`src/hdl/bmts_pkg.sv`:
```
// shared constants for the battery and thermistor measure sequencer
package bmts_pkg;

   localparam int SAMPLE_W         = 10;
   localparam int BASE_W           = 10;
   localparam int SPAN_W           = 8;
   localparam int MV_W             = 15;
   localparam int TEMP_W           = 16;
   localparam int CSR_IDX_W        = 3;
   localparam int CSR_DATA_W       = 10;

   localparam int CAL_POINTS       = 8;
   localparam int CAL_STEP_DEFAULT = 500;
   localparam int MV_NUMERATOR     = 1126400;
   localparam int MV_NUMERATOR_W   = $clog2(MV_NUMERATOR + 1);
   localparam int MV_SATURATED     = 32767;
   localparam int SMALL_SAMPLE     = 35;
   localparam int TOLERANCE        = 3;
   localparam int TEMP_MAX         = 32767;
   localparam int TEMP_MIN         = -32768;

   localparam int BASE_RESET       = 256;
   localparam int SPAN_RESET       = 64;

   // largest position reached by the segment walk
   localparam int POS_MAX          = (2 ** BASE_W - 1) + (CAL_POINTS - 2) * (2 ** SPAN_W - 1);
   localparam int POS_W            = $clog2(POS_MAX + 1);

   localparam logic [CSR_IDX_W-1:0] CSR_CAL_BASE = CSR_IDX_W'(0);

   localparam logic KIND_START  = 1'b0;
   localparam logic KIND_SAMPLE = 1'b1;

endpackage

```
`src/hdl/bmts_if.sv`:
```
// request and response channel interfaces
interface bmts_req_if;
   logic                          valid;
   logic                          ready;
   logic                          kind;
   logic [bmts_pkg::SAMPLE_W-1:0] sample;

   modport source (output valid, output kind, output sample, input ready);
   modport sink (input valid, input kind, input sample, output ready);
endinterface

interface bmts_rsp_if;
   logic                               valid;
   logic                               ready;
   logic                               keep_running;
   logic                               channel_temp;
   logic                               divider_on;
   logic                               battery_valid;
   logic [bmts_pkg::MV_W-1:0]          battery_mv;
   logic                               temp_valid;
   logic signed [bmts_pkg::TEMP_W-1:0] temperature;

   modport source (output valid, output keep_running, output channel_temp,
                   output divider_on, output battery_valid, output battery_mv,
                   output temp_valid, output temperature, input ready);
   modport sink (input valid, input keep_running, input channel_temp,
                 input divider_on, input battery_valid, input battery_mv,
                 input temp_valid, input temperature, output ready);
endinterface

```
`src/hdl/bmts_div.sv`:
```
// restoring divider, one quotient bit per cycle
module bmts_div #(
   parameter int DIVIDEND_W = bmts_pkg::MV_NUMERATOR_W,
   parameter int DIVISOR_W  = bmts_pkg::SAMPLE_W
) (
   input  logic                  clock,
   input  logic                  reset,
   input  logic                  start,
   input  logic [DIVIDEND_W-1:0] dividend,
   input  logic [DIVISOR_W-1:0]  divisor,
   output logic                  done,
   output logic [DIVIDEND_W-1:0] quotient
);

   localparam int CNT_W = $clog2(DIVIDEND_W + 1);

   logic [DIVIDEND_W-1:0] quo_ff, quo_in;
   logic [DIVISOR_W-1:0]  rem_ff, rem_in;
   logic [DIVISOR_W-1:0]  dvs_ff, dvs_in;
   logic [CNT_W-1:0]      cnt_ff, cnt_in;
   logic                  done_ff, done_in;
   logic [DIVISOR_W:0]    trial;
   logic [DIVISOR_W:0]    trial_sub;
   logic                  fits;

   always_comb begin
      trial     = {rem_ff, quo_ff[DIVIDEND_W-1]};
      trial_sub = trial - {1'b0, dvs_ff};
      fits      = trial >= {1'b0, dvs_ff};
      quo_in    = quo_ff;
      rem_in    = rem_ff;
      dvs_in    = dvs_ff;
      cnt_in    = cnt_ff;
      done_in   = 1'b0;
      if (start) begin
         quo_in = dividend;
         rem_in = '0;
         dvs_in = divisor;
         cnt_in = CNT_W'(DIVIDEND_W);
      end else if (cnt_ff != '0) begin
         rem_in  = fits ? trial_sub[DIVISOR_W-1:0] : trial[DIVISOR_W-1:0];
         quo_in  = {quo_ff[DIVIDEND_W-2:0], fits};
         cnt_in  = cnt_ff - CNT_W'(1);
         done_in = cnt_ff == CNT_W'(1);
      end
   end

   always_ff @(posedge clock) begin
      quo_ff <= quo_in;
      rem_ff <= rem_in;
      dvs_ff <= dvs_in;
      if (reset) begin
         cnt_ff  <= '0;
         done_ff <= 1'b0;
      end else begin
         cnt_ff  <= cnt_in;
         done_ff <= done_in;
      end
   end

   assign done     = done_ff;
   assign quotient = quo_ff;

endmodule

```
`src/hdl/battery_and_thermistor_measure_sequencer_top.sv`:
```
// battery and thermistor measure sequencer, top level
// start and plain sequencing transactions: response registered in the cycle after acceptance
// battery reading: response through the launch, wait and done states, mostly the serial divider
// temperature reading: a segment walk and a multiply step, then the divider
// one transaction in flight; synchronous reset to idle, battery channel, default calibration
module battery_and_thermistor_measure_sequencer_top #(
   parameter int CAL_STEP = bmts_pkg::CAL_STEP_DEFAULT
) (
   input  logic                              clock,
   input  logic                              reset,
   bmts_req_if.sink                          req_ch,
   bmts_rsp_if.source                        rsp_ch,
   input  logic                              csr_we,
   input  logic [bmts_pkg::CSR_IDX_W-1:0]    csr_index,
   input  logic [bmts_pkg::CSR_DATA_W-1:0]   csr_wdata
);

   localparam int SAMPLE_W = bmts_pkg::SAMPLE_W;
   localparam int POS_W    = bmts_pkg::POS_W;
   localparam int SPAN_W   = bmts_pkg::SPAN_W;
   localparam int PROD_W   = $clog2(bmts_pkg::POS_MAX * CAL_STEP + 1);
   localparam int DIV_W    = (PROD_W > bmts_pkg::MV_NUMERATOR_W) ?
                             PROD_W : bmts_pkg::MV_NUMERATOR_W;
   localparam int SUM_W    = DIV_W + 2;
   localparam int SEG_W    = $clog2(bmts_pkg::CAL_POINTS);
   localparam int LAST_SEG = bmts_pkg::CAL_POINTS - 1;

   typedef enum logic [2:0] {
      PH_IDLE        = 3'd0,
      PH_DISCARD     = 3'd1,
      PH_BAT_REF     = 3'd2,
      PH_BAT_CHECK   = 3'd3,
      PH_THERM_REF   = 3'd4,
      PH_THERM_CHECK = 3'd5
   } phase_type;

   typedef enum logic [2:0] {
      ST_IDLE,
      ST_SEARCH,
      ST_MUL,
      ST_LAUNCH,
      ST_WAIT,
      ST_DONE
   } state_type;

   state_type                     state_ff, state_in;
   phase_type                     phase_ff, phase_in;
   logic [SAMPLE_W-1:0]           ref_ff, ref_in;
   logic                          chan_ff, chan_in;
   logic [bmts_pkg::BASE_W-1:0]   base_ff, base_in;
   logic [SPAN_W-1:0]             span_ff [1:LAST_SEG];
   logic [SPAN_W-1:0]             span_in [1:LAST_SEG];

   logic [SAMPLE_W-1:0]           smp_ff, smp_in;
   logic                          is_temp_ff, is_temp_in;
   logic                          p_run_ff, p_run_in;
   logic                          p_chan_ff, p_chan_in;
   logic                          p_div_ff, p_div_in;
   logic [POS_W-1:0]              pos_ff, pos_in;
   logic [SEG_W-1:0]              seg_ff, seg_in;
   logic                          neg_ff, neg_in;
   logic [DIV_W-1:0]              dvd_ff, dvd_in;
   logic [SAMPLE_W-1:0]           dvs_ff, dvs_in;

   logic                          rsp_valid_ff, rsp_valid_in;
   logic                          o_run_ff, o_run_in;
   logic                          o_chan_ff, o_chan_in;
   logic                          o_div_ff, o_div_in;
   logic                          o_bval_ff, o_bval_in;
   logic [bmts_pkg::MV_W-1:0]     o_bmv_ff, o_bmv_in;
   logic                          o_tval_ff, o_tval_in;
   logic signed [bmts_pkg::TEMP_W-1:0] o_temp_ff, o_temp_in;

   logic                          out_free;
   logic                          req_fire;
   logic                          in_tol;
   logic signed [SAMPLE_W:0]      tol_diff;
   logic [SPAN_W-1:0]             span_cur;
   logic [POS_W:0]                seg_end;
   logic signed [POS_W:0]         pos_diff;
   logic [POS_W-1:0]              pos_mag;
   logic signed [SUM_W-1:0]       q_signed;
   logic signed [SUM_W-1:0]       offset;
   logic signed [SUM_W-1:0]       temp_sum;
   logic                          div_start;
   logic                          div_done;
   logic [DIV_W-1:0]              div_quo;

   bmts_div #(
      .DIVIDEND_W (DIV_W),
      .DIVISOR_W  (SAMPLE_W)
   ) u_div (
      .clock    (clock),
      .reset    (reset),
      .start    (div_start),
      .dividend (dvd_ff),
      .divisor  (dvs_ff),
      .done     (div_done),
      .quotient (div_quo)
   );

   assign out_free     = !rsp_valid_ff || rsp_ch.ready;
   assign req_ch.ready = (state_ff == ST_IDLE) && out_free;
   assign req_fire     = req_ch.valid && req_ch.ready;
   assign div_start    = state_ff == ST_LAUNCH;

   always_comb begin
      tol_diff = $signed({1'b0, req_ch.sample}) - $signed({1'b0, ref_ff});
      in_tol   = (tol_diff <= $signed((SAMPLE_W + 1)'(bmts_pkg::TOLERANCE))) &&
                 (tol_diff >= -$signed((SAMPLE_W + 1)'(bmts_pkg::TOLERANCE)));
      span_cur = span_ff[seg_ff];
      seg_end  = {1'b0, pos_ff} + (POS_W + 1)'(span_cur);
      pos_diff = $signed((POS_W + 1)'(smp_ff)) - $signed({1'b0, pos_ff});
      pos_mag  = pos_diff[POS_W] ? POS_W'(-pos_diff) : pos_diff[POS_W-1:0];
      q_signed = neg_ff ? -$signed({2'b00, div_quo}) : $signed({2'b00, div_quo});
      offset   = SUM_W'((bmts_pkg::CAL_POINTS + 1 - int'(seg_ff)) * CAL_STEP);
      temp_sum = q_signed + offset;
   end

   always_comb begin
      state_in     = state_ff;
      phase_in     = phase_ff;
      ref_in       = ref_ff;
      chan_in      = chan_ff;
      base_in      = base_ff;
      span_in      = span_ff;
      smp_in       = smp_ff;
      is_temp_in   = is_temp_ff;
      p_run_in     = p_run_ff;
      p_chan_in    = p_chan_ff;
      p_div_in     = p_div_ff;
      pos_in       = pos_ff;
      seg_in       = seg_ff;
      neg_in       = neg_ff;
      dvd_in       = dvd_ff;
      dvs_in       = dvs_ff;
      rsp_valid_in = rsp_valid_ff && !rsp_ch.ready;
      o_run_in     = o_run_ff;
      o_chan_in    = o_chan_ff;
      o_div_in     = o_div_ff;
      o_bval_in    = o_bval_ff;
      o_bmv_in     = o_bmv_ff;
      o_tval_in    = o_tval_ff;
      o_temp_in    = o_temp_ff;

      if (csr_we) begin
         if (csr_index == bmts_pkg::CSR_CAL_BASE) begin
            base_in = csr_wdata[bmts_pkg::BASE_W-1:0];
         end else begin
            span_in[csr_index] = csr_wdata[SPAN_W-1:0];
         end
      end

      case (state_ff)
         ST_IDLE: begin
            if (req_fire) begin
               p_run_in  = 1'b0;
               p_div_in  = 1'b0;
               smp_in    = req_ch.sample;
               if (req_ch.kind == bmts_pkg::KIND_START) begin
                  phase_in = PH_DISCARD;
                  chan_in  = 1'b0;
                  p_run_in = 1'b1;
               end else begin
                  case (phase_ff)
                     PH_DISCARD: begin
                        phase_in = PH_BAT_REF;
                        p_run_in = 1'b1;
                     end
                     PH_BAT_REF: begin
                        ref_in   = req_ch.sample;
                        phase_in = PH_BAT_CHECK;
                        p_run_in = 1'b1;
                     end
                     PH_BAT_CHECK: begin
                        p_run_in = 1'b1;
                        if (!in_tol) begin
                           ref_in = req_ch.sample;
                        end else begin
                           chan_in    = 1'b1;
                           p_div_in   = 1'b1;
                           phase_in   = PH_THERM_REF;
                           is_temp_in = 1'b0;
                           dvd_in     = DIV_W'(bmts_pkg::MV_NUMERATOR);
                           dvs_in     = req_ch.sample;
                           state_in   = ST_LAUNCH;
                        end
                     end
                     PH_THERM_REF: begin
                        ref_in   = req_ch.sample;
                        phase_in = PH_THERM_CHECK;
                        p_run_in = 1'b1;
                        p_div_in = 1'b1;
                     end
                     PH_THERM_CHECK: begin
                        if (!in_tol) begin
                           ref_in   = req_ch.sample;
                           p_run_in = 1'b1;
                           p_div_in = 1'b1;
                        end else begin
                           phase_in   = PH_IDLE;
                           is_temp_in = 1'b1;
                           pos_in     = POS_W'(base_ff);
                           seg_in     = SEG_W'(1);
                           state_in   = ST_SEARCH;
                        end
                     end
                     default: begin
                        phase_in = PH_IDLE;
                     end
                  endcase
               end
               p_chan_in = chan_in;
               if (state_in == ST_IDLE) begin
                  rsp_valid_in = 1'b1;
                  o_run_in     = p_run_in;
                  o_chan_in    = chan_in;
                  o_div_in     = p_div_in;
                  o_bval_in    = 1'b0;
                  o_bmv_in     = '0;
                  o_tval_in    = 1'b0;
                  o_temp_in    = '0;
               end
            end
         end
         ST_SEARCH: begin
            if (seg_ff == SEG_W'(LAST_SEG) ||
                (POS_W + 1)'(smp_ff) < seg_end) begin
               state_in = ST_MUL;
            end else begin
               pos_in = seg_end[POS_W-1:0];
               seg_in = seg_ff + SEG_W'(1);
            end
         end
         ST_MUL: begin
            neg_in   = !pos_diff[POS_W];
            dvd_in   = DIV_W'(pos_mag * PROD_W'(CAL_STEP));
            dvs_in   = (span_cur == '0) ? SAMPLE_W'(1) : SAMPLE_W'(span_cur);
            state_in = ST_LAUNCH;
         end
         ST_LAUNCH: begin
            state_in = ST_WAIT;
         end
         ST_WAIT: begin
            if (div_done) begin
               state_in = ST_DONE;
            end
         end
         ST_DONE: begin
            if (out_free) begin
               rsp_valid_in = 1'b1;
               o_run_in     = p_run_ff;
               o_chan_in    = p_chan_ff;
               o_div_in     = p_div_ff;
               o_bval_in    = !is_temp_ff;
               o_tval_in    = is_temp_ff;
               o_bmv_in     = '0;
               o_temp_in    = '0;
               if (is_temp_ff) begin
                  if (temp_sum > $signed(SUM_W'(bmts_pkg::TEMP_MAX))) begin
                     o_temp_in = bmts_pkg::TEMP_W'(bmts_pkg::TEMP_MAX);
                  end else if (temp_sum < $signed(SUM_W'(bmts_pkg::TEMP_MIN))) begin
                     o_temp_in = bmts_pkg::TEMP_W'(bmts_pkg::TEMP_MIN);
                  end else begin
                     o_temp_in = temp_sum[bmts_pkg::TEMP_W-1:0];
                  end
               end else if (smp_ff < SAMPLE_W'(bmts_pkg::SMALL_SAMPLE)) begin
                  o_bmv_in = bmts_pkg::MV_W'(bmts_pkg::MV_SATURATED);
               end else begin
                  o_bmv_in = div_quo[bmts_pkg::MV_W-1:0];
               end
               state_in = ST_IDLE;
            end
         end
         default: begin
            state_in = ST_IDLE;
         end
      endcase
   end

   always_ff @(posedge clock) begin
      smp_ff    <= smp_in;
      is_temp_ff <= is_temp_in;
      p_run_ff  <= p_run_in;
      p_chan_ff <= p_chan_in;
      p_div_ff  <= p_div_in;
      pos_ff    <= pos_in;
      seg_ff    <= seg_in;
      neg_ff    <= neg_in;
      dvd_ff    <= dvd_in;
      dvs_ff    <= dvs_in;
      o_run_ff  <= o_run_in;
      o_chan_ff <= o_chan_in;
      o_div_ff  <= o_div_in;
      o_bval_ff <= o_bval_in;
      o_bmv_ff  <= o_bmv_in;
      o_tval_ff <= o_tval_in;
      o_temp_ff <= o_temp_in;
      if (reset) begin
         state_ff     <= ST_IDLE;
         phase_ff     <= PH_IDLE;
         ref_ff       <= '0;
         chan_ff      <= 1'b0;
         base_ff      <= bmts_pkg::BASE_W'(bmts_pkg::BASE_RESET);
         for (int i = 1; i <= LAST_SEG; i++) begin
            span_ff[i] <= SPAN_W'(bmts_pkg::SPAN_RESET);
         end
         rsp_valid_ff <= 1'b0;
      end else begin
         state_ff     <= state_in;
         phase_ff     <= phase_in;
         ref_ff       <= ref_in;
         chan_ff      <= chan_in;
         base_ff      <= base_in;
         span_ff      <= span_in;
         rsp_valid_ff <= rsp_valid_in;
      end
   end

   assign rsp_ch.valid         = rsp_valid_ff;
   assign rsp_ch.keep_running  = o_run_ff;
   assign rsp_ch.channel_temp  = o_chan_ff;
   assign rsp_ch.divider_on    = o_div_ff;
   assign rsp_ch.battery_valid = o_bval_ff;
   assign rsp_ch.battery_mv    = o_bmv_ff;
   assign rsp_ch.temp_valid    = o_tval_ff;
   assign rsp_ch.temperature   = o_temp_ff;

   a_busy_blocks_input: assert property (@(posedge clock) disable iff (reset)
      (state_ff != ST_IDLE) |-> !req_ch.ready)
      else $error("input ready while a computation is in flight");

   a_div_done_in_wait: assert property (@(posedge clock) disable iff (reset)
      div_done |-> (state_ff == ST_WAIT))
      else $error("divider finished outside its wait state");

   a_start_responds: assert property (@(posedge clock) disable iff (reset)
      (req_fire && req_ch.kind == bmts_pkg::KIND_START) |=>
      (rsp_valid_ff && o_run_ff && !o_chan_ff && !o_div_ff))
      else $error("start transaction did not respond next cycle on battery channel");

   a_one_reading: assert property (@(posedge clock) disable iff (reset)
      rsp_valid_ff |-> !(o_bval_ff && o_tval_ff))
      else $error("battery and temperature readings in one response");

   a_temp_ends_run: assert property (@(posedge clock) disable iff (reset)
      (rsp_valid_ff && o_tval_ff) |-> (!o_run_ff && !o_div_ff && phase_ff == PH_IDLE))
      else $error("temperature reading did not end the sequence");

endmodule

```
`src/flat_wrapper.sv`:
```
// flat-port wrapper written by rule: the top's interface ports become plain ports
module battery_and_thermistor_measure_sequencer_top_flat 
#(
   parameter int CAL_STEP = bmts_pkg::CAL_STEP_DEFAULT
)
  (clock, reset, csr_we, csr_index, csr_wdata, req_ch_valid, req_ch_kind, req_ch_sample, req_ch_ready, rsp_ch_valid, rsp_ch_keep_running, rsp_ch_channel_temp, rsp_ch_divider_on, rsp_ch_battery_valid, rsp_ch_battery_mv, rsp_ch_temp_valid, rsp_ch_temperature, rsp_ch_ready);
  bmts_req_if req_ch_i ();
  bmts_rsp_if rsp_ch_i ();
  input  logic clock;
  input  logic reset;
  input  logic csr_we;
  input  logic [bmts_pkg::CSR_IDX_W-1:0] csr_index;
  input  logic [bmts_pkg::CSR_DATA_W-1:0] csr_wdata;
  input wire logic [$bits(req_ch_i.valid)-1:0] req_ch_valid;
  input wire logic [$bits(req_ch_i.kind)-1:0] req_ch_kind;
  input wire logic [$bits(req_ch_i.sample)-1:0] req_ch_sample;
  output wire logic [$bits(req_ch_i.ready)-1:0] req_ch_ready;
  output wire logic [$bits(rsp_ch_i.valid)-1:0] rsp_ch_valid;
  output wire logic [$bits(rsp_ch_i.keep_running)-1:0] rsp_ch_keep_running;
  output wire logic [$bits(rsp_ch_i.channel_temp)-1:0] rsp_ch_channel_temp;
  output wire logic [$bits(rsp_ch_i.divider_on)-1:0] rsp_ch_divider_on;
  output wire logic [$bits(rsp_ch_i.battery_valid)-1:0] rsp_ch_battery_valid;
  output wire logic [$bits(rsp_ch_i.battery_mv)-1:0] rsp_ch_battery_mv;
  output wire logic [$bits(rsp_ch_i.temp_valid)-1:0] rsp_ch_temp_valid;
  output wire logic [$bits(rsp_ch_i.temperature)-1:0] rsp_ch_temperature;
  input wire logic [$bits(rsp_ch_i.ready)-1:0] rsp_ch_ready;
  assign req_ch_i.valid = req_ch_valid;
  assign req_ch_i.kind = req_ch_kind;
  assign req_ch_i.sample = req_ch_sample;
  assign req_ch_ready = req_ch_i.ready;
  assign rsp_ch_valid = rsp_ch_i.valid;
  assign rsp_ch_keep_running = rsp_ch_i.keep_running;
  assign rsp_ch_channel_temp = rsp_ch_i.channel_temp;
  assign rsp_ch_divider_on = rsp_ch_i.divider_on;
  assign rsp_ch_battery_valid = rsp_ch_i.battery_valid;
  assign rsp_ch_battery_mv = rsp_ch_i.battery_mv;
  assign rsp_ch_temp_valid = rsp_ch_i.temp_valid;
  assign rsp_ch_temperature = rsp_ch_i.temperature;
  assign rsp_ch_i.ready = rsp_ch_ready;
  battery_and_thermistor_measure_sequencer_top #(.CAL_STEP(CAL_STEP)) u_core (.clock(clock), .reset(reset), .req_ch(req_ch_i), .rsp_ch(rsp_ch_i), .csr_we(csr_we), .csr_index(csr_index), .csr_wdata(csr_wdata));
endmodule
```
`config.mk`:
```
export PLATFORM = sky130hd
export DESIGN_NAME = battery_and_thermistor_measure_sequencer_top_flat
export DESIGN_NICKNAME = d
export VERILOG_FILES = /design/src/hdl/bmts_pkg.sv /design/src/hdl/bmts_if.sv /design/src/hdl/bmts_div.sv /design/src/hdl/battery_and_thermistor_measure_sequencer_top.sv /design/src/flat_wrapper.sv
export SDC_FILE = /design/constraint.sdc
export NUM_CORES = 1
export LEC_CHECK = 0
export BUFFER_PORTS_ARGS = -buffer_cell sky130_fd_sc_hd__buf_2
export CAP_MARGIN = 20
export CORE_MARGIN = 1
export CORE_UTILIZATION = 40
export DETAILED_ROUTE_END_ITERATION = 12
export GPL_TIMING_DRIVEN = 0
export PLACE_DENSITY = 0.52
export REMOVE_ABC_BUFFERS = 1
export SLEW_MARGIN = 20
export SYNTH_ARGS = -nofsm -noshare
export SYNTH_HDL_FRONTEND = slang
export SYNTH_SLANG_ARGS = --single-unit
export TNS_END_PERCENT = 20
```
`constraint.sdc`:
```
create_clock -name clock -period 10.44 [get_ports clock]
set_input_delay 0.522 -clock clock [delete_from_list [all_inputs] [get_ports clock]]
set_output_delay 0.522 -clock clock [all_outputs]
set_load 0.03 [all_outputs]
```
==> impl_metrics.csv, run 1 <==
group,metric,value,unit
status,outcome,"finished clean",
logic_synthesis,synthFlopType,"edfxtp_1",
place,place_hpwl,28.2,mm
logic_synthesis,synth_cell_types,88,
clock_tree,tritoncts,"yes",
clock_tree,ctsHoldBuffers,0,
setup_path,cp_max_fo,10,
pwr,power_density,234,nW/um2
worst_hold_path,hold_path_class,"in2reg",
layout,n_antenna_cell,0,
floorplanning,ios,67,
layout,area_growth,11.2,%
sta,relSlewSlack,26.6,%
floorplanning,core,38700,um2
sta,setup_violations,0,
sta,hold_viol,0,
place,pre_cts_slack,2660,ps
logic_synthesis,ys_ff_latch,226,
setup_path,rrSetupSlack,2640,ps
sta,fin_ws,2640,ps
floorplanning,die_w,200,um
floorplanning,dieHeight,200,um
grt,grt_antenna_before_repair,1,
pwr,peakVddDrop,0.143,mV
grt,grt_pass1_wl,61.3,mm
logic_synthesis,netlist_instances,1695,
floorplanning,row_count,72,
sta,worst_pin_slew,1100,ps
logic_synthesis,synth_edf_count,126,
grt,track_usage,18.7,%
layout,finalCoreUtilization,45.1,%
pwr,fin_total_pwr,4.10,mW
clock_tree,clockBufferDepth,3,
setup_path,path_class,"reg2reg",
detailed_routing,wl,37.7,mm
sta,finalSetupTns,0,ps
pwr,leakage,7.09,nW
sta,rsz0062_at_grt,"false",
sta,finClkSkew,18.7,ps
place,postPlaceCellArea,16600,um2
clock_tree,cts-root-buf,"clkbuf_16",
setup_path,critPathRequiredTime,10840,ps
detailed_routing,wl_per_cell,16.6,um
detailed_routing,drtPass1Iterations,7,
layout,drive_gt1_share,10.1,%
sta,layout_worst_path_cycle_share,74.7,%
place,place_congestion,0.860,
logic_synthesis,seq_area_frac_synth,36.8,%
clock_tree,cts_setup_buffers,0,
setup_path,startpoint_type,"flop",
layout,layout.nets,1937,
layout,n_fill_cell,3811,
detailed_routing,drc,0,
grt,grt_max_degree,62,
sta,report.final.slew_viol_count,0,
grt,grt_pass1_vias,11900,
detailed_routing,drt-initial-drc-count,579,
layout,design_area,17500,um2
layout,final_cell_count_no_fill,2275,
clock_tree,cts-htree-levels,1,
sta,whs,173,ps
setup_path,max_stage_delay,720,ps
logic_synthesis,ys_warn_count,0,
setup_path,end_kind,"flop",
floorplanning,fp.dieArea,40100,um2
sta,min_period,7800,ps
flow_run,cap_violations,0,
setup_path,slowest_stage,"xnor2_1",
logic_synthesis,yosysTopAreaCell,"edfxtp_1",
logic_synthesis,synth.area.top_cells,"edfxtp_1 24%, dfxtp_1 13%, ha_1 10%",
detailed_routing,ant_nets,0,
logic_synthesis,synth_area,15700,um2
grt,grt_overflow,0,
logic_synthesis,synth_top_area_share,24.1,%
logic_synthesis,syn_area_per_cell,9.27,um2
place,dp.cells,2224,
setup_path,cp.arrival,8200,ps
clock_tree,cts.repair.resized,0,
clock_tree,path_clk_slew,60,ps
place,io_buffers,66,
clock_tree,clock_sinks,226,
sta,fmax,0.128,GHz
floorplanning,floorplan.initialDensity,40.6,%
detailed_routing,routed_via_density,5.27,
setup_path,crit_path_frequent_cell,"fa_1",
logic_synthesis,async_reset_ff_share,0,%
detailed_routing,num_vias,12000,
clock_tree,cts_made_buffers,27,
clock_tree,clk_latency,570,ps
cell type report:
type | instances | area (um2) | share of cell area, %
clock inverters | 13 | 87.6 | 0.501
multi-input cells | 1262 | 9190 | 52.6
well taps | 518 | 648 | 3.71
flip-flops and latches | 226 | 5790 | 33.1
inverters | 143 | 537 | 3.07
repair buffers | 76 | 499 | 2.86
clock buffers | 37 | 733 | 4.20
cell families after synthesis:
logic type      synth area share, %
simple gates                   18.4
compound gates                 15.3
flops                          36.8
buf+inv                        5.21
fa+ha+maj                      15.9
xor+xnor                       4.62
mux                            3.80
critical path, delay by kind of cell, from the launching register on:
| kind | cells | cell delay, ps |
|---|---|---|
| AOI/OAI and AO/OA | 8 | 2040 |
| xor gates and xnor gates | 1 | 720 |
| adders and majority gates | 7 | 2820 |
| buffers and inverters | 4 | 320 |
| DFF | 1 | 390 |
| and+or+nand+nor | 5 | 1360 |
synthesized netlist by cell type (all sizes together) (6+ instances only):
master and instances:
or4 11, and2 17, xor2 24, o21bai 10, a21boi 6, a211oi 11
nand4 8, clkbuf 44, nor2b 20, o21ai 69, dfxtp 100, a221oi 7
mux2 13, inv 142, o41ai 8, o21a 21, buf 20, ha 126
fa 46, a21oi 116, o31ai 10, o211ai 8, a31oi 11, nor4 12
or2 10, edfxtp 126, nand3b 20, nand3 25, mux4 8, mux2i 27
xnor2 58, nand2b 32, or3 13, a21o 26, nand2 267, nor3 35
nor2 104
path summary, 6_finish.rpt:
check                                 startpoint                     end  cells after the start
worst max register to register  u_core.smp_ff[0]       u_core.dvd_ff[20]                     25
worst min register to register  u_core.dvs_ff[8]  u_core.u_div.dvs_ff[8]                      0
worst max-delay path            u_core.smp_ff[0]       u_core.dvd_ff[20]                     25
worst min-delay path                csr_wdata[8]       u_core.base_ff[8]                      3
flip-flops by register name, summed over array words and instances (netlist names), 5 cells and up:
name	flops
u_core.u_div.dvs_ff	10
u_core.base_ff	10
u_core.u_div.cnt_ff	5
u_core.u_div.quotient	21
u_core.dvd_ff	19
u_core.rsp_ch.battery_mv	15
u_core.smp_ff	10
u_core.rsp_ch.temperature	16
u_core.span_ff	56
u_core.pos_ff	12
u_core.u_div.rem_ff	10
u_core.ref_ff	10
u_core.dvs_ff	10
layout by cell type (no fill, tap or decap), types with 21 or more instances in the layout:
master / synthesis / final
buf_2: 3 / 65
a21oi_1: 115 / 113
inv_1: 142 / 141
o21ai_0: 68 / 67
dfxtp_1: 100 / 100
a21o_1: 23 / 23
xnor2_1: 58 / 58
nand2b_1: 32 / 32
nand2_1: 267 / 267
nor3_1: 33 / 29
clkbuf_16: 0 / 27
mux2i_1: 27 / 27
ha_1: 126 / 126
edfxtp_1: 126 / 126
o21a_1: 21 / 21
xor2_1: 23 / 23
fa_1: 46 / 46
nor2_1: 104 / 103
nand3_1: 25 / 25
where the power goes:
group	internal, mW	switching [mW]
Sequential	1.06	0.122
Combinational	0.891	1.14
Clock	0.494	0.384
per-layer routing:
layer | GRT usage, % | vias to the layer above | routed length, um
met1 | 23.9 | 5657 | 17400
met4 | 5.93 | 0 | 1030
met3 | 2.33 | 68 | 1210
met2 | 32.7 | 196 | 18100
met5 | 0 | - | 0
li1 | - | 6057 | -
No activity file was read; power rests on OpenSTA's default activity.
==> run 2, diff against run 1 <==
- clock period: 10.44 -> 7.8 ns (I/O delays scaled with it)
==> run 2 against run 1 <==
Against the previous run: clock skew is essentially flat; total power grew 35%; design area grew 0.50%; utilization grew 0.23 points; sequential power grew 34%; combinational power grew 35%; clock power grew 33%; via count grew 0.26%; global-route usage is essentially flat; critical path type unchanged.
==> impl_metrics.csv, run 2 (synthesized netlist as in run 1, its figures left out) <==
group,metric,value,unit
status,outcome,"finished clean",
setup_path,cp_max_fo,18,
sta,min_period,7330,ps
setup_path,startpoint_type,"flop",
setup_path,slowest_stage,"o41ai_4",
pwr,power_density,314,nW/um2
floorplanning,row_count,72,
sta,worst_pin_slew,1100,ps
flow_run,cap_violations,0,
detailed_routing,num_vias,12000,
setup_path,crit_path_start,"u_core.seg_ff[1]",
setup_path,cp.buffers_inverters,2,
clock_tree,cts-root-buf,"clkbuf_16",
layout,layout.nets,1940,
detailed_routing,drtPass1Iterations,5,
pwr,p_sw_share,40.3,%
sta,relSlewSlack,26.5,%
setup_path,r2r_cells,21,
sta,layout_worst_path_cycle_share,94.0,%
sta,report.final.slew_viol_count,0,
grt,track_usage,18.7,%
floorplanning,die_w,200,um
pwr,combPwrFrac,50.1,%
detailed_routing,ant_nets,0,
pwr,leakage,7.14,nW
detailed_routing,wl_per_cell,16.6,um
floorplanning,dieHeight,200,um
setup_path,end_kind,"flop",
pwr,fin_total_pwr,5.52,mW
detailed_routing,wl,37.8,mm
pwr,p_sw,2.23,mW
setup_path,endpoint,"u_core.rsp_ch.temperature[4]",
clock_tree,clock_sinks,226,
setup_path,max_stage_delay,850,ps
sta,hold_viol,0,
setup_path,rrSetupSlack,470,ps
pwr,p_clk_share,21.2,%
place,place_congestion,0.860,
setup_path,critPathRequiredTime,8230,ps
setup_path,crit_cells,21,
layout,largest_register_ffs,56,
layout,area_growth,11.8,%
setup_path,crit_path_frequent_cell,"a21oi_1",
floorplanning,ios,67,
setup_path,cp.arrival,7770,ps
clock_tree,clk_latency,570,ps
pwr,peakVddDrop,0.198,mV
sta,finClkSkew,18.7,ps
floorplanning,core,38700,um2
grt,grt_antenna_before_repair,1,
setup_path,crit_chain,"clkinv_1, ha_1, xnor2_1, fa_1, fa_1, inv_1, a21oi_1, o21bai_1, a21oi_1, a211oi_1, a21oi_1, xnor2_1, ha_1, and4_1, and3_1, o221ai_1, a21oi_1, nor2b_1, mux2i_1, o41ai_4, a31o_2",
setup_path,cpLargestDelayFamily,"compound AO/OA/AOI/OAI gates",
worst_hold_path,hold_path_class,"in2reg",
clock_tree,cts-htree-levels,1,
layout,final_common_cell,"nand2_1",
place,io_buffers,66,
sta,setup_violations,0,
setup_path,r2r_start,"u_core.seg_ff[1]",
layout,layout_common_cells,"267 x nand2_1, 141 x inv_1, 126 x ha_1, 126 x edfxtp_1, 113 x a21oi_1",
floorplanning,floorplan.initialDensity,40.6,%
clock_tree,path_clk_slew,60,ps
sta,whs,41.3,ps
layout,finalCoreUtilization,45.3,%
clock_tree,clockBufferDepth,3,
grt,grt_pass1_vias,11900,
clock_tree,tritoncts,"yes",
place,place_hpwl,28.2,mm
grt,grt_overflow,0,
detailed_routing,routed_via_density,5.27,
pwr,pwr-share-seq,28.7,%
layout,n_fill_cell,3807,
floorplanning,fp.dieArea,40100,um2
clock_tree,ctsHoldBuffers,0,
detailed_routing,drc,0,
detailed_routing,drt-initial-drc-count,548,
layout,n_antenna_cell,0,
layout,largest_register,"u_core.span_ff",
grt,grt_max_degree,62,
setup_path,path_class,"reg2reg",
grt,grt_pass1_wl,61.3,mm
pwr,internal-power,3.29,mW
setup_path,reg2reg_to,"u_core.rsp_ch.temperature[4]",
clock_tree,cts_made_buffers,27,
layout,drive_gt1_share,10.7,%
sta,fmax,0.136,GHz
==> run 2: worst min path at each step <==
stage	startpoint	end	slack [ps]	cells past startpoint
detailed placement	u_core.dvs_ff[8]	u_core.u_div.dvs_ff[8]	410	0
global route	csr_wdata[8]	u_core.base_ff[8]	30	3
global placement	u_core.dvs_ff[1]	u_core.u_div.dvs_ff[1]	400	0
CTS	csr_wdata[8]	u_core.base_ff[8]	10	3
floorplan	u_core.dvs_ff[0]	u_core.u_div.dvs_ff[0]	400	0
finish	csr_wdata[8]	u_core.base_ff[8]	40	3
==> run 2: per-layer routing <==
layer	global-route usage [%]	vias to the layer above	routed length [um]
met4	5.93	0	1010
met1	23.9	5685	17400
li1	-	6068	-
met3	2.33	66	1170
met2	32.7	190	18200
met5	0	-	0
==> run 2: metrics by stage <==
step	setup WS [ps]	setup TNS (ps)	std cells	cell area (um2)
2_1_floorplan	1100	0	1631	15400
3_3_place_gp	25.4	0	2215	16400
3_5_place_dp	20.2	0	2224	16600
4_1_cts	9.01	0	2274	17400
5_1_grt	-0.995	-0.995	2278	17600
6_report	465	0	2278	17600
==> run 2: power groups by stage <==
stage	Combinational [mW]	Clock (mW)	Sequential (mW)
3_3_place_gp	2.69	0	1.61
3_5_place_dp	2.73	0	1.61
4_1_cts	2.75	1.22	1.58
2_1_floorplan	2.21	0	1.56
6_report	2.76	1.17	1.58
5_1_grt	3.20	1.26	1.60
==> run 2: worst min-delay path, delay by kind of cell <==
family | cells | cell delay (ps)
buffers and inverters | 1 | 80
AND/OR/NAND/NOR | 2 | 110
==> run 2: timing repair <==
item	in CTS	in global routing
resized for setup	1	8
endpoints found under the hold margin	0	0
setup endpoints to repair	1	7
cloned	0	1
setup buffers	0	2
==> run 2: layout make-up <==
| class | instances | area [um2] | area share [%] |
|---|---|---|---|
| clock buffer | 37 | 733 | 4.17 |
| clock inverter | 13 | 87.6 | 0.499 |
| inverter | 143 | 537 | 3.06 |
| multi-input combinational | 1263 | 9260 | 52.7 |
| sequential | 226 | 5790 | 32.9 |
| tap | 518 | 648 | 3.69 |
| timing repair buffer | 78 | 514 | 2.93 |
==> run 3, diff against run 2 <==
- clock period: 7.8 -> 6.9 ns (I/O delays scaled with it)
==> run 3 against run 2 <==
Against the previous run: cell count is 1.1% higher; combinational power grew 24%; hold slack worse by 8.7 ps; critical path type unchanged; critical endpoint is now u_core.dvd_ff[16].
==> impl_metrics.csv, run 3 (synthesized netlist as in run 1, its figures left out) <==
group,metric,value,unit
place,place_hpwl,28.2,mm
setup_path,startpoint_type,"flop",
layout,ff_latch_area,5790,um2
detailed_routing,wl_met1,17.5,mm
layout,largest_register,"u_core.span_ff",
grt,grt_overflow,0,
layout,area_growth,14.1,%
pwr,combPwrFrac,52.3,%
clock_tree,clockBufferDepth,3,
pwr,power_density,365,nW/um2
place,place_congestion,0.860,
grt,grt_pass1_wl,62.0,mm
detailed_routing,routed_via_density,5.25,
detailed_routing,topRoutingLayerUsed,"met4",
grt,track_usage,18.9,%
sta,layout_worst_path_cycle_share,95.6,%
sta,finClkSkew,19.2,ps
detailed_routing,wl,38.2,mm
clock_tree,clk_latency,570,ps
pwr,p_sw,2.65,mW
place,io_buffers,66,
pwr,peakVddDrop,0.238,mV
pwr,internal-power,3.89,mW
status,outcome,"finished clean",
detailed_routing,met2_length,18.4,mm
layout,final_common_cell,"nand2_1",
sta,fin_ws,306,ps
floorplanning,ios,67,
detailed_routing,drtPass1Iterations,5,
detailed_routing,num_vias,12100,
sta,setup_violations,0,
clock_tree,path_clk_slew,60,ps
sta,worst_pin_slew,902,ps
sta,report.final.slew_viol_count,0,
sta,fmax,0.152,GHz
floorplanning,fp.dieArea,40100,um2
setup_path,critPathRequiredTime,7180,ps
layout,largest_register_ffs,56,
pwr,pwr-share-seq,27.4,%
floorplanning,dieHeight,200,um
grt,grt_pass1_vias,12000,
floorplanning,floorplan.initialDensity,40.6,%
detailed_routing,ant_nets,0,
clock_tree,clock_sinks,226,
pwr,p_sw_share,40.5,%
layout,multi_input_area,9410,um2
layout,layout.nets,1965,
floorplanning,core,38700,um2
floorplanning,die_w,200,um
sta,min_period,6590,ps
sta,relSlewSlack,38.9,%
clock_tree,cts_made_buffers,27,
detailed_routing,wl_met3,1.20,mm
clock_tree,cts-root-buf,"clkbuf_16",
place,dp.cells,2224,
setup_path,end_kind,"flop",
layout,layout_common_cells,"267 x nand2_1, 141 x inv_1, 126 x edfxtp_1",
detailed_routing,wl_per_cell,16.6,um
sta,finalSetupTns,0,ps
detailed_routing,drt-initial-drc-count,530,
detailed_routing,drc,0,
grt,grt_antenna_before_repair,1,
setup_path,cp_max_fo,5,
pwr,leakage,7.29,nW
setup_path,cp.arrival,6870,ps
setup_path,path_class,"reg2reg",
pwr,p_clk_share,20.3,%
sta,rsz0062_at_grt,"true",
sta,hold_viol,0,
grt,grt_max_degree,62,
layout,final_cell_count_no_fill,2304,
layout,n_fill_cell,3771,
worst_hold_path,hold_path_class,"in2reg",
flow_run,cap_violations,0,
clock_tree,tritoncts,"yes",
layout,drive_gt1_share,13.1,%
floorplanning,row_count,72,
place,pre_cts_slack,-880,ps
clock_tree,cts-htree-levels,1,
## run 3: changes by cell type in the layout (fill, tap and decap cells not counted), sizes merged
cell | previous run | this run
dlygate4sd3 | 0 | 5
buf | 78 | 98
diode | 0 | 1
## run 3: what timing repair did
action,4_1_cts,5_1_grt
resized for setup,20,24
hold buffers,5,0
setup buffers,10,12
endpoints found under the hold margin,5,0
gates cloned,1,0
pin swaps,5,15
endpoints found under the setup margin,24,23
## run 3: cell type report
| cell class | instances | share of cell area, % |
|---|---|---|
| Multi-Input combinational cell | 1263 | 52.5 |
| Sequential cell | 226 | 32.3 |
| Clock buffer | 37 | 4.09 |
| Timing Repair Buffer | 103 | 4.07 |
| Tap cell | 518 | 3.61 |
| Inverter | 143 | 3.00 |
| Clock inverter | 13 | 0.488 |
| Antenna cell | 1 | 0.0140 |
## run 3: critical path, cell delays in order, from the launching register on
cell	delay, ps
edfxtp_1	410
inv_1	100
ha_1	170
inv_1	60
fa_2	370
a211oi_4	280
o21a_1	170
o21ai_1	120
a41o_2	320
nor3b_2	200
nor2_2	210
xor2_2	200
inv_1	140
fa_1	500
fa_1	520
fa_1	520
fa_1	540
inv_1	60
ha_4	260
and2_1	160
o21ai_0	160
o21ai_1	140
o41ai_2	320
buf_4	180
xor2_1	130
nand2_1	60
## run 3: worst paths after layout
kind                    start                      to  slack, ps  depth (start not counted)
max          u_core.smp_ff[0]       u_core.dvd_ff[16]        310                         25
min          req_ch_sample[4]        u_core.smp_ff[4]         30                          1
max reg2reg  u_core.smp_ff[0]       u_core.dvd_ff[16]        310                         25
min reg2reg  u_core.dvs_ff[8]  u_core.u_div.dvs_ff[8]        420                          0
## run 3: power groups by stage
stage	registers, mW	logic, mW	clock network [mW]
2_1_floorplan	1.77	2.50	0
3_3_place_gp	1.82	3.04	0
3_5_place_dp	1.82	3.09	0
4_1_cts	1.79	3.23	1.37
5_1_grt	1.81	3.93	1.42
6_report	1.79	3.42	1.33
## run 3: layer usage
layer / global-route usage, % / vias up
met5: 0 / -
met4: 5.93 / 0
met3: 2.29 / 66
met2: 33.2 / 191
met1: 24.2 / 5724
li1: - / 6109
## run 3: stage by stage
step	cell area [um2]	utilization (%)	total power [mW]	hold WS (ps)
6_report	17900	46.3	6.54	32.6
5_1_grt	17900	46.3	7.16	21.6
4_1_cts	17700	45.6	6.39	1.54
3_5_place_dp	16600	42.9	4.91	408
3_3_place_gp	16400	42.4	4.86	404
2_1_floorplan	15400	-	4.27	400
